<file path="src/hdl/hnmb_ram.sv">
module hnmb_ram #(
   parameter int WIDTH = 8,
   parameter int DEPTH = 16
) (
   input  logic                     clock,
   input  logic                     wr_en,
   input  logic [$clog2(DEPTH)-1:0] wr_addr,
   input  logic [WIDTH-1:0]         wr_data,
   input  logic                     rd_en,
   input  logic [$clog2(DEPTH)-1:0] rd_addr,
   output logic [WIDTH-1:0]         rd_data
);

   logic [WIDTH-1:0] mem_ff [DEPTH];
   logic [WIDTH-1:0] rd_data_ff;

   always_ff @(posedge clock) begin
      if (wr_en) begin
         mem_ff[wr_addr] <= wr_data;
      end
      if (rd_en) begin
         rd_data_ff <= mem_ff[rd_addr];
      end
   end

   assign rd_data = rd_data_ff;

endmodule

</file>
<file path="config.mk">
export PLATFORM = sky130hd
export DESIGN_NAME = hnmb_ram
export DESIGN_NICKNAME = d
export VERILOG_FILES = /design/src/hdl/hnmb_ram.sv
export SDC_FILE = /design/constraint.sdc
export NUM_CORES = 1
export LEC_CHECK = 0
export ABC_AREA = 1
export BUFFER_PORTS_ARGS = -buffer_cell sky130_fd_sc_hd__buf_2
export CAP_MARGIN = 0
export CORE_UTILIZATION = 33
export DETAILED_ROUTE_END_ITERATION = 7
export HOLD_SLACK_MARGIN = 0.15
export PLACE_DENSITY = 0.57
export SYNTH_ARGS = -nofsm -noshare
export SYNTH_HDL_FRONTEND = slang
export SYNTH_SLANG_ARGS = --single-unit
</file>
<file path="constraint.sdc">
create_clock -name clock -period 3.1 [get_ports clock]
set_clock_uncertainty 0.2 [all_clocks]
set_input_delay 0.62 -clock clock [delete_from_list [all_inputs] [get_ports clock]]
set_output_delay 0.62 -clock clock [all_outputs]
set_load 0.02 [all_outputs]
</file>
==> summary.md <==
| Metric | Value |
|---|---|
| Status | finished, final reports clean |
| Final Hold Viols | 0 |
| Post-route cell area | 0.00683 mm^2 |
| Port bufs | 26 |
| Arrival time worst endpoint | 2150 ps |
| Synth Warn # | 0 |
| Synthesized Nets | 570 |
| Pre-CTS setup slack | 478 ps |
| Ys flop type | edfxtp_1 |
| Ant. Diodes | 0 |
| Max stage delay on crit path | 510 ps |
| Synth area leader | edfxtp_1 |
| Synth unique cells | 11 |
| CTS tree | built |
| Worst EP required | 3060 ps |
| Slew at the pin closest to its max-slew limit | 882 ps |
| DR vias/cell | 4.64 |
| DR WL/cell | 16.4 um |
| CTS Root Buffer Type | clkbuf_16 |
| Hold/Removal Path Class | in -> reg |
| RSZ-0062 raised after global routing | no |
| Commonest cells post-synth | nand2_1, edfxtp_1, inv_1, nand3_1, nor2_1 |
| DR iter-0 viols | 297 |
| Clock input transition at the sequential cells of the worst setup and hold paths | 60 ps |
| Post-CTS setup repair buffer count | 0 |
| Layout cells sized above 1 | 0.108 |
| Vias | 3784 |
| Final net count | 597 |
| Initial antenna violation count | 0 |
| Post-Syn Instances | 551 |
| First-pass GRT wire length | 21400 um |
| Yosys reg bits | 136 |
| Die width | 135 um |
| Die area | 0.0183 mm^2 |
| Max Cap Viol | 0 |
| Largest net degree at the start of global routing | 65 |
| Crit path time final | 2190 ps |
| Die Y | 135 um |
| Fin Setup TNS | 0 ps |
| Finished Layout Cells | 816 |
| Dpl cell area | 0.00615 mm^2 |
| Clock Path Buffers | 2 |
| Syn Std Cell Area | 0.00585 mm^2 |
| Area occupied by multi-input gates | 0.00121 mm^2 |
| Fin worst setup slack | 906 ps |
| Worst hold slack | 366 ps |
| CP Launch Type | primary input |
| Core Rows | 48 |
| Worst-path cell chain | buf_2 -> inv_2 -> nand3_1 -> nand3_1 -> nand3_1 -> nand2_1 |
| VDD IR-drop max | 0.332 mV |
| Final worst-path cycle share | 0.708 |
| Most frequent cell after synthesis | nand2_1 |
| Register area share after synthesis | 0.698 |
| CTS Sinks | 136 |
| Vias in the first global route | 3692 |
| Pre-Repair DR Iteration Count | 5 |
| P&R area growth vs syn | 16.8% |
| Placed insts | 784 |
| Total track usage | 0.161 |
| Post-CTS Hold Buffers | 0 |
| Kind of critical path | in -> reg |
| Post-CTS Resized | 0 |
| # DRC | 0 |
| Total power | 4.66 mW |
| Reg area | 0.00408 mm^2 |
| DP Wirelength | 8360 um |
| Crit end category | flip-flop |
| Cell mode on critical path | nand3_1 |
| # IOs | 27 |
| Worst path slowest cell | buf_2 |
| Finished Core Util | 0.395 |
| Slew Limit Fails | 0 |
| Core area | 0.0173 mm^2 |
| Crit path max-delay family | buffers and inverters |
| Initial cell density of the core | 0.338 |
| Clk_lat worst skew | 420 ps |
| Share of the synthesized area in the top cell type | 0.698 |
| Finish-stage setup viols | 0 |
| ANT nets after route | 0 |
| Fillcell total | 1683 |
| Syn_area_per_cell | 10.6 um^2 |
| GP Congestion | 0.796 |
| Overflow after GRT | 0 |
| CP bufs+invs | 2 |
| Total length of routed wires | 13400 um |
| Fmax | 456 MHz |
| P_leak | 2.89 nW |
| # H-tree levels | 4 |
| Async S/R FF share, synth | 0 |
| Number of flops mapped to enable cells by yosys | 136 |
| CP Max Fanout | 33 |
| P per Cell Area | 682 mW/mm^2 |
| Area contributors post-synth | edfxtp_1, nand2_1, nand3_1 |
| Rel. slew slack | 0.410 |
| Inserted Clock Buffers | 17 |
==> power by group <==
| part | switching (mW) | internal, mW | total [mW] |
|---|---|---|---|
| clock network | 0.743 | 1.58 | 2.32 |
| registers | 0.0120 | 2.07 | 2.08 |
| logic | 0.187 | 0.0658 | 0.253 |
==> cell usage in the layout (no fill, tap or decap) <==
| master | Yosys | final |
|---|---|---|
| buf_2 | 13 | 26 |
| edfxtp_1 | 136 | 136 |
| inv_2 | 2 | 2 |
| clkinvlp_4 | 0 | 3 |
| buf_4 | 4 | 5 |
| clkinv_1 | 0 | 2 |
| clkinv_2 | 0 | 3 |
| clkbuf_16 | 0 | 17 |
| nand3_1 | 97 | 97 |
| nand2_1 | 173 | 173 |
| buf_12 | 0 | 1 |
| nand3b_1 | 2 | 2 |
| inv_1 | 100 | 100 |
| bufinv_16 | 0 | 7 |
| nor2_1 | 17 | 17 |
==> layer usage <==
| layer | wire length [um] | part of all wire | track usage | vias up |
|---|---|---|---|---|
| li1 | - | - | - | 1836 |
| met1 | 6040 | 0.45 | 0.217 | 1796 |
| met2 | 6130 | 0.46 | 0.246 | 125 |
| met3 | 834 | 0.062 | 0.0315 | 27 |
| met4 | 396 | 0.030 | 0.0843 | 0 |
| met5 | 0 | 0 | 0 | - |
==> final timing paths <==
check,start,endpoint,slack (ps),cells past startpoint
setup / recovery,rd_addr[1],rd_data[6],910,6
hold / removal,rd_en,rd_data[6],370,1
setup reg to reg,mem_ff[9][6],rd_data[6],1720,6
hold reg to reg,mem_ff[12][5],rd_data[5],570,6
==> logic make-up (layout without fill, tap and decap cells) <==
| logic type | count (synthesis) | count (layout) | share of synthesized area |
|---|---|---|---|
| buffers and inverters | 126 | 166 | 0.0939 |
| flip-flops | 136 | 136 | 0.698 |
| AND/OR/NAND/NOR | 289 | 289 | 0.208 |
==> flip-flops by register name, summed over array words and instances (netlist names) <==
register,count
mem_ff,128
rd_data,8
==> area by class of cell <==
cell class | instances | share of cell area
clock buffer | 17 | 0.0623
clock inverter | 15 | 0.0374
inverter | 102 | 0.0561
multi-input combinational | 289 | 0.178
sequential | 136 | 0.598
tap | 225 | 0.0412
timing repair buffer | 32 | 0.0275
No activity file was read; power rests on OpenSTA's default activity.
