[src/hdl/hnmb_pkg.sv]
package hnmb_pkg;

   // Ring geometry and component format (signed Q2.14 in COMP_W bits).
   localparam int HIST_DEPTH = 128;
   localparam int COMP_W     = 16;
   localparam int IDX_W      = $clog2(HIST_DEPTH);
   localparam int CNT_W      = IDX_W + 1;
   localparam int ENTRY_W    = 3 * COMP_W;
   localparam int DIST_W     = COMP_W + 2;

   // Blend: round((4a + b) / 5) = floor((8a + 2b + 5) / 10). A bias of 5 * 2^COMP_W
   // keeps the dividend positive; the quotient then carries an offset of 2^(COMP_W-1).
   localparam int     SUM_W       = COMP_W + 4;
   localparam int     PROD_W      = 2 * SUM_W;
   localparam int     RECIP_SHIFT = SUM_W + 3;
   localparam longint RECIP_MUL   = ((longint'(1) << RECIP_SHIFT) + 9) / 10;
   localparam longint BLEND_BIAS  = 5 * (longint'(1) << COMP_W);
   localparam longint QUOT_OFFSET = longint'(1) << (COMP_W - 1);

   typedef enum logic [1:0] {
      ST_IDLE,
      ST_SCAN,
      ST_BLEND,
      ST_FINISH
   } state_type;

   typedef enum logic [1:0] {
      COMP_ENERGY,
      COMP_RISK,
      COMP_REWARD
   } comp_type;

   typedef struct packed {
      logic                     vld;
      comp_type                 comp;
      logic signed [COMP_W-1:0] cur;
      logic signed [COMP_W-1:0] hist;
   } blend_op_type;

   typedef struct packed {
      logic                     vld;
      comp_type                 comp;
      logic signed [COMP_W-1:0] value;
   } blend_res_type;

endpackage

[src/hdl/hnmb_blend.sv]
module hnmb_blend (
   input  logic                    clock,
   input  logic                    reset,
   input  hnmb_pkg::blend_op_type  op,
   output hnmb_pkg::blend_res_type res
);

   logic signed [hnmb_pkg::SUM_W:0]    cur_x;
   logic signed [hnmb_pkg::SUM_W:0]    hist_x;
   logic        [hnmb_pkg::SUM_W:0]    dividend_wide;
   logic        [hnmb_pkg::SUM_W-1:0]  dividend;
   logic        [hnmb_pkg::PROD_W-1:0] prod_in;
   logic        [hnmb_pkg::PROD_W-1:0] prod_ff;
   logic                               vld_ff;
   hnmb_pkg::comp_type                 comp_ff;
   logic        [hnmb_pkg::COMP_W-1:0] quot;

   // Biased dividend 8a + 2b + 5 + 5*2^W, always positive and below 2^SUM_W.
   assign cur_x  = (hnmb_pkg::SUM_W+1)'(op.cur);
   assign hist_x = (hnmb_pkg::SUM_W+1)'(op.hist);
   assign dividend_wide = (cur_x <<< 3) + (hist_x <<< 1) + (hnmb_pkg::SUM_W+1)'(5)
                        + (hnmb_pkg::SUM_W+1)'(hnmb_pkg::BLEND_BIAS);
   assign dividend = dividend_wide[hnmb_pkg::SUM_W-1:0];

   // Divide by ten through the reciprocal; exact for every dividend below 2^SUM_W.
   assign prod_in = hnmb_pkg::PROD_W'(dividend)
                  * hnmb_pkg::PROD_W'(hnmb_pkg::RECIP_MUL[hnmb_pkg::SUM_W-1:0]);

   always_ff @(posedge clock) begin
      prod_ff <= prod_in;
      comp_ff <= op.comp;
      if (reset) begin
         vld_ff <= 1'b0;
      end else begin
         vld_ff <= op.vld;
      end
   end

   assign quot      = prod_ff[hnmb_pkg::RECIP_SHIFT +: hnmb_pkg::COMP_W];
   assign res.vld   = vld_ff;
   assign res.comp  = comp_ff;
   assign res.value = quot - hnmb_pkg::COMP_W'(hnmb_pkg::QUOT_OFFSET);

endmodule

[config.mk]
export PLATFORM = sky130hd
export DESIGN_NAME = hnmb_blend
export DESIGN_NICKNAME = d
export VERILOG_FILES = /design/src/hdl/hnmb_pkg.sv /design/src/hdl/hnmb_blend.sv
export SDC_FILE = /design/constraint.sdc
export NUM_CORES = 1
export LEC_CHECK = 0
export BUFFER_PORTS_ARGS = -buffer_cell sky130_fd_sc_hd__clkbuf_2
export CORE_MARGIN = 2
export CORE_UTILIZATION = 25
export CTS_CLUSTER_SIZE = 30
export DETAILED_ROUTE_END_ITERATION = 16
export PLACE_DENSITY = 0.49
export SYNTH_ARGS = -nofsm -noshare
export SYNTH_HDL_FRONTEND = slang
export SYNTH_SLANG_ARGS = --single-unit
[constraint.sdc]
create_clock -name clock -period 30.1 [get_ports clock]
set_input_delay 6.02 -clock clock [delete_from_list [all_inputs] [get_ports clock]]
set_output_delay 6.02 -clock clock [all_outputs]
set_load 0.02 [all_outputs]
==> results of run 1 <==
[worst max-delay path by stage]
stage | startpoint | to | slack, ns | cells after the start
detailed placement | op[2] | prod_ff[33] | 15.19 | 33
floorplan | op[2] | prod_ff[33] | 16.02 | 33
global route | op[2] | prod_ff[33] | 14.82 | 33
CTS | op[2] | prod_ff[33] | 15.44 | 33
finish | op[2] | prod_ff[33] | 15.43 | 33
global placement | op[2] | prod_ff[33] | 15.30 | 33
[sequential cells by signal (all words and copies together) (netlist names)]
register / cells
comp_ff: 2
prod_ff: 16
vld_ff: 1
[placed cells by master (no fill, tap or decap), types with 4 or more instances in the layout]
cell type,count
o211ai_1,5
or3_1,6
and3_1,5
nand3_1,10
nand2_1,19
nor2_1,23
a21o_1,15
xnor2_1,25
a211oi_1,4
clkbuf_2,55
inv_1,252
xor2_1,13
fa_1,138
ha_1,220
dfxtp_1,19
nand2b_1,8
a21oi_1,24
o21a_1,5
o21ai_0,10
nor3_1,7
[metal layers]
layer	vias to the layer above	GRT usage
met2	66	0.212
met1	2824	0.156
li1	2860	-
met4	0	0.0102
met3	5	0.00913
met5	-	0
[cells by family after synthesis]
group                      count (synthesis)  synth area share
AOI/OAI and AO/OA                         95            0.0831
xor gates and xnor gates                  38            0.0391
adders and majority gates                358             0.647
buffers and inverters                    272             0.128
DFF                                       19            0.0446
muxes                                      1           0.00117
and+or+nand+nor                           95            0.0568
[final cells by class]
cell class / count / area (sq um)
well taps: 448 / 561
flip-flops and latches: 19 / 380
fillers: 3626 / 24200
repair buffers: 55 / 275
clock buffers: 4 / 78.8
multi-input cells: 587 / 7050
inverters: 252 / 946
[stage by stage]
step           instance area, sq um  utilization  hold slack, ns  cells  worst slack (ns)
2_1_floorplan                  8520            -            6.05    878             16.02
3_3_place_gp                   9210        0.275            6.12   1361             15.30
3_5_place_dp                   9210        0.275            6.13   1361             15.19
6_report                       9290        0.277            5.87   1365             15.43
5_1_grt                        9290        0.277            5.85   1365             14.82
4_1_cts                        9290        0.277            5.86   1365             15.44
==> reports/metrics.yaml, run 1 <==
met3_length_um: 445
finalHoldViolations: 0
ant_nets: 0
hp-start: "op[32]"
grt_pass1_wl_mm: 32.6
cts_buffers: 3
synth_nets: 1273
initial_core_util: 0.254
hold_depth: 1
post_drt_wl_per_cell_um: 14.5
synthCells: 878
synthFlopType: "dfxtp_1"
syn_area_sq_um: 8520
die_w_um: 189
met1_length_mm: 9.02
crit_top_cell: "fa_1"
wl_met2_mm: 10.2
cts_resized: 0
synth_cell_types: 53
cts_sinks: 19
rows: 67
worst-endpoint-required_ns: 30.25
critPathCaptureType: "flop"
synth_seq_cells: 19
antenna_found_initial: 0
areaGrowthSynthToFinish_pct: 9.06
cts_tree: "yes"
ys_top_cells_by_count: "inv_1 (252), ha_1 (220), fa_1 (138)"
hold_path_end: "comp_ff[0]"
synthTopCellsByArea: "fa_1 (32%), ha_1 (32%), inv_1 (11%)"
grt_pass1_vias: 6181
top_layer: "met4"
fin_tns_setup_ns: 0
cpLargestDelayFamily: "adder cells"
slowest_stage: "fa_1"
gp_congestion: 0.846
dr.first_iter.drc_count: 150
clk_pin_slew_ns: 0.05
cts_max_level: 1
finalSetupViolations: 0
max_freq_mhz: 68.2
path_buf_inv: 6
io_pins: 56
track_usage: 0.116
startpoint_type: "input pin"
rsz0062_at_grt: "false"
status: "completed"
max-cap-violations: 0
wirelength_mm: 19.8
postCtsHoldBufs: 0
drc_errors: 0
clk_path_buf_depth: 2
yosysMostFrequentCell: "inv_1"
critPathMaxFanout: 8
yosysSeqAreaShare: 0.0446
cts-root-buf: "clkbuf_16"
synth_area_leader_cell: "fa_1"
first_pass_iters: 4
grt.overflow.total: 0
async_flop_share: 0
grt_max_degree: 11
dieArea_sq_um: 35600
synth_edf_count: 0
min_period_over_period: 0.487
crit_arrival_ns: 14.81
cts_setup_buffers: 0
io_buffers: 55
layout.nets: 1313
die_y_um: 189
yosys_warnings: 0
core_sq_um: 33500
avgSynthCellArea_sq_um: 9.70
viasPerCell: 4.22
antenna_cells: 0
relSlewSlack: 0.317
dp_hpwl_mm: 18.4
hp-class: "input pin to flop"
max_stage_delay_ns: 0.55
tightestPinTransition_ns: 1.02
synth_top_area_frac: 0.324
drive_above_1_share: 0.0763
period_needed_ns: 14.67
maxSlewViolCount: 0
crit_type: "input pin to flop"
vias: 5755
Power of run 1 is not shown: default switching activity piles up to over one toggle a cycle in this logic, so the estimate is an artifact.
==> run 2, diff against run 1 <==
--- a/config.mk
+++ b/config.mk
@@ -10,7 +10,7 @@
 export CORE_UTILIZATION = 25
 export CTS_CLUSTER_SIZE = 30
 export DETAILED_ROUTE_END_ITERATION = 16
-export PLACE_DENSITY = 0.49
+export PLACE_DENSITY = 0.5
 export SYNTH_ARGS = -nofsm -noshare
 export SYNTH_HDL_FRONTEND = slang
 export SYNTH_SLANG_ARGS = --single-unit
==> constraint.sdc (replaced) <==
create_clock -name clock -period 13.2 [get_ports clock]
set_input_delay 2.64 -clock clock [delete_from_list [all_inputs] [get_ports clock]]
set_output_delay 2.64 -clock clock [all_outputs]
set_load 0.02 [all_outputs]
==> run 2 against run 1 <==
  * Worst hold slack got worse by 3.4 ns
  * Setup slack worse by 13 ns
  * Global-route usage shrank 0.29 points
  * First-iteration DRC count fell by 18%
  * Cell count unchanged
  * Sequential cell count unchanged
  * Core utilization hardly changed
  * Clock-buffer cell count decreased by 1
  * Die area unchanged
==> reports/metrics.yaml, run 2 (synthesis results as in run 1) <==
top_register: "prod_ff"
first_pass_iters: 4
wirelength_mm: 19.5
die_w_um: 189
critPathCaptureType: "flop"
antenna_found_initial: 0
cts_tree: "yes"
postCtsHoldBufs: 0
startpoint_type: "input pin"
cts_setup_buffers: 0
worst-endpoint-required_ns: 13.36
dp_hpwl_mm: 18.1
cts_buffers: 3
layout.nets: 1313
maxSlewViolCount: 0
die_y_um: 189
io_pins: 56
vias: 5694
grt_pass1_vias: 6049
cts-root-buf: "clkbuf_16"
track_usage: 0.114
initial_core_util: 0.254
post_drt_wl_per_cell_um: 14.3
max_freq_mhz: 89.1
slowest_stage: "a211oi_1"
final_cell_mix: "inv_1 (252), ha_1 (220), fa_1 (138)"
crit_top_cell: "fa_1"
min_period_over_period: 0.851
hp-class: "input pin to flop"
grt_pass1_wl_mm: 31.7
viasPerCell: 4.17
cp-startpoint: "op[2]"
cts_resized: 0
max_stage_delay_ns: 0.55
period_needed_ns: 11.23
status: "completed"
dieArea_sq_um: 35600
ant_nets: 0
crit_type: "input pin to flop"
relSlewSlack: 0.373
cts_sinks: 19
rsz0062_at_grt: "false"
antenna_cells: 0
final_common_cell: "inv_1"
finalHoldViolations: 0
grt.overflow.total: 0
crit_arrival_ns: 11.39
drive_above_1_share: 0.0774
cts_max_level: 1
max-cap-violations: 0
drc_errors: 0
tightestPinTransition_ns: 0.934
pre_cts_slack_ns: 1.69
grt_max_degree: 12
rows: 67
io_buffers: 55
fin_tns_setup_ns: 0
largest_reg_flops: 16
critPathMaxFanout: 8
dr.first_iter.drc_count: 123
reg_top3: "prod_ff (16), comp_ff (2), vld_ff (1)"
clk_path_buf_depth: 2
gp_congestion: 0.859
hp-start: "op[32]"
clk_pin_slew_ns: 0.06
core_sq_um: 33500
finalSetupViolations: 0
setup_ws_ns: 1.97
areaGrowthSynthToFinish_pct: 9.08
run 2: layout make-up:
type                            count  area [sq um]
Fill cell                        3600         24200
Multi-Input combinational cell    587          7050
Inverter                          252           946
Tap cell                          448           561
Sequential cell                    19           380
Timing Repair Buffer               55           275
Clock buffer                        3          75.1
Clock inverter                      1          5.00
run 2: path summary, 6_finish.rpt:
| kind | to | slack [ns] | depth (start not counted) |
|---|---|---|---|
| worst max-delay path | prod_ff[33] | 1.97 | 33 |
| worst min-delay path | comp_ff[0] | 2.49 | 1 |
run 2: stage by stage:
step                area (sq um)  instances  utilization  hold slack (ns)
CTS                         9290       1365        0.277             2.48
global placement            9210       1361        0.275             2.74
global route                9290       1365        0.277             2.47
finish                      9290       1365        0.277             2.49
detailed placement          9210       1361        0.275             2.75
floorplan                   8520        878            -             2.67
run 2: routing by layer:
layer	track usage	routed length, um
met1	0.148	8900
met2	0.206	9920
met3	0.0147	456
met4	0.0123	179
met5	0	0
run 2: worst max-delay path: cells and delay by family:
kind / cells / cell delay (ns)
adders and majority gates: 11 / 4.23
AOI/OAI and AO/OA: 12 / 3.30
and+or+nand+nor: 4 / 0.83
buffers and inverters: 6 / 0.36
Power of run 2 is left out for the same reason.
==> run 3, diff against run 2 <==
==> constraint.sdc (replaced) <==
create_clock -name clock -period 9.16 [get_ports clock]
set_input_delay 1.832 -clock clock [delete_from_list [all_inputs] [get_ports clock]]
set_output_delay 1.832 -clock clock [all_outputs]
set_load 0.02 [all_outputs]
==> run 3 against run 2 <==
  * The run now ends with negative setup slack left
  * Cell count grew 8.3%
  * Sequential cell count did not move
  * Clock-buffer cell count is 1 higher
  * Critical path type unchanged
==> reports/metrics.yaml, run 3 (synthesis results as in run 1) <==
status: "complete, but fails checks"
violations: "negative setup slack"
place_area_sq_um: 10100
reg_top3: "prod_ff (16), comp_ff (2), vld_ff (1)"
dr.first_iter.drc_count: 159
die_w_um: 189
startpoint_type: "input pin"
grt_max_degree: 11
vias: 6160
relSlewSlack: 0.398
core_sq_um: 33500
cts_sinks: 19
worst_hold_slack_ns: 1.68
worst-endpoint-required_ns: 9.32
grt_pass1_vias: 6514
dieArea_sq_um: 35600
tightestPinTransition_ns: 0.895
clk_path_buf_depth: 2
top_register: "prod_ff"
crit_type: "input pin to flop"
dp_hpwl_mm: 19.1
antenna_cells: 0
critPathCaptureType: "flop"
wirelength_mm: 20.7
finalSetupViolations: 6
crit_arrival_ns: 9.37
io_buffers: 55
post_drt_wl_per_cell_um: 14.0
path_buf_inv: 5
ant_nets: 0
crit_top_cell: "fa_1"
largest_reg_flops: 16
drive_above_1_share: 0.223
slowest_stage: "fa_1"
die_y_um: 189
track_usage: 0.118
first_pass_iters: 4
cpLargestDelayFamily: "adder cells"
final_common_cell: "inv_1"
finalHoldViolations: 0
rows: 67
viasPerCell: 4.17
cts_tree: "yes"
grt.overflow.total: 0
fillers: 3578
grt_pass1_wl_mm: 33.3
final_cell_mix: "inv_1 (249), ha_1 (204), fa_1 (136)"
setup_ws_ns: -0.0479
cts_max_level: 1
period_needed_ns: 9.21
cts_buffers: 3
final_area_sq_um: 10500
max_freq_mhz: 109
rsz0062_at_grt: "true"
maxSlewViolCount: 0
clk_pin_slew_ns: 0.06
critPathMaxFanout: 5
max-cap-violations: 0
drc_errors: 0
cts-root-buf: "clkbuf_16"
layout.nets: 1426
min_period_over_period: 1.01
initial_core_util: 0.254
areaGrowthSynthToFinish_pct: 23.8
hp-class: "input pin to flop"
io_pins: 56
antenna_found_initial: 0
gp_congestion: 0.853
max_stage_delay_ns: 0.51
[run 3: final timing paths]
kind                    from           to  cells after the start
worst min-delay path  op[33]   comp_ff[1]                      1
worst max-delay path   op[3]  prod_ff[33]                     31
[run 3: layer usage]
metal / routed length [um] / GRT usage / share of wire
met3: 565 / 0.0151 / 0.027
met1: 9310 / 0.154 / 0.45
met2: 10600 / 0.215 / 0.51
met5: 0 / 0 / 0
met4: 177 / 0.0129 / 0.0086
[run 3: area by class of cell]
type | count | area, sq um | area share
multi-input combinational | 587 | 7440 | 0.705
timing repair buffer | 168 | 1140 | 0.108
inverter | 252 | 946 | 0.0897
tap | 448 | 561 | 0.0531
sequential | 19 | 380 | 0.0361
clock buffer | 4 | 78.8 | 0.00747
[run 3: metrics by stage]
stage	setup TNS, ns	worst slack (ns)	util	cells
after global routing	-2.17	-0.309	0.315	1478
after global placement	-3.22	-0.417	0.301	1462
after detailed placement	-3.68	-0.477	0.301	1462
after CTS	-0.525	-0.0989	0.307	1468
final	-0.124	-0.0479	0.315	1478
after floorplan	0	0.0175	-	878
[run 3: repair_timing]
| action | 4_1_cts | 5_1_grt |
|---|---|---|
| hold buffers | 0 | 0 |
| endpoints found under the setup margin | 8 | 12 |
| pin swaps | 17 | 34 |
| gates resized for setup | 16 | 27 |
| buffers inserted | 2 | 10 |
Power of run 3 is left out for the same reason.
